==> src/rtl/gbbs_pkg.sv <==
// package for the grid binned box search block
// holds opcodes, status codes and shared types; no dependencies
package gbbs_pkg;

    localparam int GRID_COLS_DEF  = 64;
    localparam int GRID_ROWS_DEF  = 48;
    localparam int MAX_POINTS_DEF = 1024;
    localparam int MAX_HITS_DEF   = 64;

    localparam logic [1:0] OP_CLEAR  = 2'd0;
    localparam logic [1:0] OP_INSERT = 2'd1;
    localparam logic [1:0] OP_QUERY  = 2'd2;

    localparam logic [2:0] ST_MATCH    = 3'd0;
    localparam logic [2:0] ST_NO_MATCH = 3'd1;
    localparam logic [2:0] ST_INSERTED = 3'd2;
    localparam logic [2:0] ST_OFF_GRID = 3'd3;
    localparam logic [2:0] ST_FULL     = 3'd4;
    localparam logic [2:0] ST_CLEARED  = 3'd5;

    localparam logic [1:0] REG_MIN_X = 2'd0;
    localparam logic [1:0] REG_MIN_Y = 2'd1;
    localparam logic [1:0] REG_CWI   = 2'd2;
    localparam logic [1:0] REG_CHI   = 2'd3;

    // rounding mode for the shared multiplier result
    typedef enum logic [1:0] {
        RND_ROUND = 2'd0,
        RND_FLOOR = 2'd1,
        RND_CEIL  = 2'd2
    } rnd_mode_t;

    // command to the shared multiply/round unit
    typedef struct packed {
        logic             start;
        logic signed [17:0] diff;
        logic [15:0]      inv;
        rnd_mode_t        mode;
    } mul_req_t;

    // answer of the multiply/round unit
    typedef struct packed {
        logic             done;
        logic signed [18:0] cell_num;
    } mul_rsp_t;

endpackage

==> src/rtl/gbbs_mul_unit.sv <==
// shared multiply and round unit: q.16 cell number from difference times inverse
// depends on gbbs_pkg
module gbbs_mul_unit (
    input  logic              aclk,
    input  logic              aresetn,
    input  gbbs_pkg::mul_req_t req,
    output gbbs_pkg::mul_rsp_t rsp
);
    import gbbs_pkg::*;

    logic signed [34:0] prod_reg;
    logic               prod_vld_reg;
    rnd_mode_t          mode_reg;
    logic signed [18:0] cell_reg;
    logic               done_reg;
    logic [34:0]        mag;
    logic [34:0]        adj;
    logic [18:0]        q;
    logic               neg;

    // stage 1: multiply
    always_ff @(posedge aclk) begin
        if (!aresetn) begin
            prod_vld_reg <= 1'b0;
        end else begin
            prod_vld_reg <= req.start;
        end
        prod_reg <= req.diff * $signed({1'b0, req.inv});
        mode_reg <= req.mode;
    end

    // stage 2: round magnitude, restore sign
    always_comb begin
        neg = prod_reg[34];
        mag = neg ? 35'(-prod_reg) : 35'(prod_reg);
        adj = mag;
        unique case (mode_reg)
            RND_ROUND: adj = mag + 35'h8000;
            RND_FLOOR: adj = neg ? mag + 35'hFFFF : mag;
            RND_CEIL:  adj = neg ? mag : mag + 35'hFFFF;
            default:   adj = mag;
        endcase
        q = adj[34:16];
    end

    always_ff @(posedge aclk) begin
        if (!aresetn) begin
            done_reg <= 1'b0;
        end else begin
            done_reg <= prod_vld_reg;
        end
        cell_reg <= neg ? -$signed(q) : $signed(q);
    end

    assign rsp.done     = done_reg;
    assign rsp.cell_num = cell_reg;
endmodule

==> config.mk <==
export PLATFORM = sky130hd
export DESIGN_NAME = gbbs_mul_unit
export DESIGN_NICKNAME = d
export VERILOG_FILES = /design/src/rtl/gbbs_pkg.sv /design/src/rtl/gbbs_mul_unit.sv
export SDC_FILE = /design/constraint.sdc
export NUM_CORES = 1
export LEC_CHECK = 0
export ABC_AREA = 1
export BUFFER_PORTS_ARGS = -buffer_cell sky130_fd_sc_hd__buf_2
export CAP_MARGIN = 20
export CORE_ASPECT_RATIO = 0.75
export CORE_MARGIN = 1
export CORE_UTILIZATION = 45
export DETAILED_ROUTE_END_ITERATION = 7
export PLACE_DENSITY = 0.59
export SLEW_MARGIN = 10
export SYNTH_ARGS = -nofsm -noshare
export SYNTH_HDL_FRONTEND = slang
export SYNTH_SLANG_ARGS = --single-unit
==> constraint.sdc <==
create_clock -name aclk -period 7.4 [get_ports aclk]
set_input_delay 0.37 -clock aclk [delete_from_list [all_inputs] [get_ports aclk]]
set_output_delay 0.37 -clock aclk [all_outputs]
set_load 0.02 [all_outputs]
==> run metrics <==
outcome=finished, final reports clean; CP max stage cell=fa_1; Layout Cells excl Fill=roughly 2700; Core Region=between 0.03 and 0.04 mm²; worst skew pair latency=0.35 ns; number of remaining DRC errors=0; slowest cell delay on critical path=around 0.55 ns; Setup TNS Final=0 ns; Clock transition at path regs=roughly 0.05 ns; worst-margin pin slew=0.911 ns; total global-route track usage=0.237; kind of critical path=input pin to register; area grow syn2layout=5.06%; slew margin rel.=0.391; EDFF count, synth=0; vias=~14000; Starting Density=0.458; WP data required=approximately 7.6 ns; initial antenna violation count=0; CTS hold repair buffers=0; Pre-antenna DRT Iters=5; RSZ-0062 raised after global routing=no; Post-Route WL=40.5 mm; Synth Flop Type=dfxtp_1; DP Wirelength=between 30 and 40 mm; Initial DRC Count=851; WL per Instance=~15 µm; Longest Clk Path Bufs=2; max reg flops=35; vias in the first global route=around 15000; CTS root buf=clkbuf_16; Placed Cells=2720; Synth Warn #=0; Sinks on Clock Net=58; Final period util=0.825; Antenna diodes=0; Mapped Area=0.0165 mm²; largest net degree at the start of global routing=70; worst hold slack=0.120 ns; FP Rows=60; reg2reg start=prod_reg[34]; total CTS buffers=9; I/O Pins=between 50 and 60; final setup fails=0; Startpoint Class=input pin; Hold Crit Class=input pin to register; final hold vios=0; fin crit period=6.11 ns; register area share after synthesis=0.0704; CP Launch Point=req[6]; Final Max Tran Viols=0; register bit total from synthesis=58; syn nets=2708; most used cell, CP=nand2_1; first-pass GRT wire length=slightly above 70 mm; grt ovf=0; CTS tree=yes; Yosys cell types=46; Critical Path AT=~6.3 ns; mean post-synth cell area=approximately 7.2 µm²; CP endpoint kind=register; Setup Buffers After CTS=0; antenna viol nets, final=0; max cap viols=0; Post-Synthesis Cells=around 2300; Die ar.=0.0374 mm²; vias per std cell=around 5.0; Crit Path Max Fanout=18; hold_sp=req[0]; Max Clk Rate=approximately 160 MHz; Clock Skew=around 0.0054 ns; chip height=approximately 170 µm; chip width=approximately 220 µm; # H-tree levels=3; # nets final=around 2700; PortBufs=slightly below 60; layout cells sized above 1=0.0889; Synth async-reset ratio=0; post-CTS sizing=0; routability congestion estimate=roughly 0.9
==> layer usage <==
layer  vias to the layer above  global-route usage  routed length, µm
met2                       380               0.394              18400
met5                         -                   0                  0
li1                       6630                   -                  -
met4                         0              0.0393                428
met1                      6693               0.331              19100
met3                        42              0.0374               2610
==> cells in the mapped netlist, drive strengths merged, types with 2 or more instances <==
master / count / area [µm²]
a21oi: 83 / 415
o21bai: 2 / 15.0
buf: 22 / 119
o211ai: 3 / 22.5
ha: 93 / 1160
nor2: 123 / 659
nand4: 25 / 205
clkbuf: 68 / 255
nor3: 10 / 50.1
xor2: 36 / 323
nand3: 140 / 796
a21boi: 2 / 15.0
nand2: 638 / 2620
inv: 598 / 2240
xnor2: 16 / 140
fa: 293 / 5870
o21ai: 50 / 250
nand3b: 5 / 37.5
o21a: 3 / 22.5
a31oi: 2 / 12.5
dfxtp: 58 / 1160
clkinv: 3 / 11.3
or2: 2 / 12.5
==> final timing paths <==
check / end / slack [ns] / cells after the start
hold / removal: mode_reg[0] / 0.12 / 1
setup reg to reg: cell_reg[16] / 3.53 / 22
setup / recovery: prod_reg[24] / 1.29 / 28
hold reg to reg: done_reg / 0.42 / 2
==> metrics by stage <==
stage                     setup WS (ns)  instance area, µm²  utilization
after floorplan                    1.49               16500            -
after global placement             1.05               17000        0.473
after detailed placement           1.02               17000        0.473
after CTS                          1.37               17300        0.482
after global routing              0.959               17300        0.482
final                              1.29               17300        0.482
==> final cells by class <==
class	count	area [µm²]
Multi-Input combinational cell	1534	12700
Timing Repair Buffer	62	320
Fill cell	3591	18600
Clock inverter	1	5.00
Sequential cell	58	1160
Clock buffer	15	298
Inverter	601	2260
Tap cell	465	582
==> worst max-delay path, delay by kind of cell <==
kind / cells / cell delay (ns)
buf+inv: 6 / 0.63
compound gates: 5 / 1.17
simple gates: 9 / 0.94
xor+xnor: 1 / 0.14
fa+ha+maj: 7 / 3.08
==> kinds of logic after synthesis <==
logic type	count (synthesis)	synth area share
simple gates	946	0.267
xor+xnor	52	0.0281
fa+ha+maj	386	0.426
compound gates	150	0.0483
buf+inv	691	0.160
flops	58	0.0704
==> layout by cell type, fill, tap and decap left out, types with 4 or more instances in the layout <==
cell type / Yosys / routed
a21oi_1: 83 / 83
buf_2: 11 / 58
buf_4: 4 / 4
clkbuf_16: 0 / 9
clkbuf_8: 0 / 5
dfxtp_1: 58 / 57
fa_1: 293 / 293
ha_1: 93 / 93
inv_1: 587 / 587
inv_2: 11 / 11
nand2_1: 585 / 585
nand2_2: 35 / 35
nand2_4: 18 / 18
nand3_1: 124 / 124
nand3_2: 14 / 14
nand3b_1: 5 / 5
nand4_1: 20 / 20
nor2_1: 88 / 88
nor2_2: 20 / 20
nor2_4: 11 / 11
nor2_8: 4 / 4
nor3_1: 10 / 10
o21ai_0: 42 / 42
o21ai_1: 8 / 8
xnor2_1: 16 / 16
xor2_1: 35 / 35
Power is not shown: default switching activity piles up to over one toggle a cycle in this logic, so the estimate is an artifact.
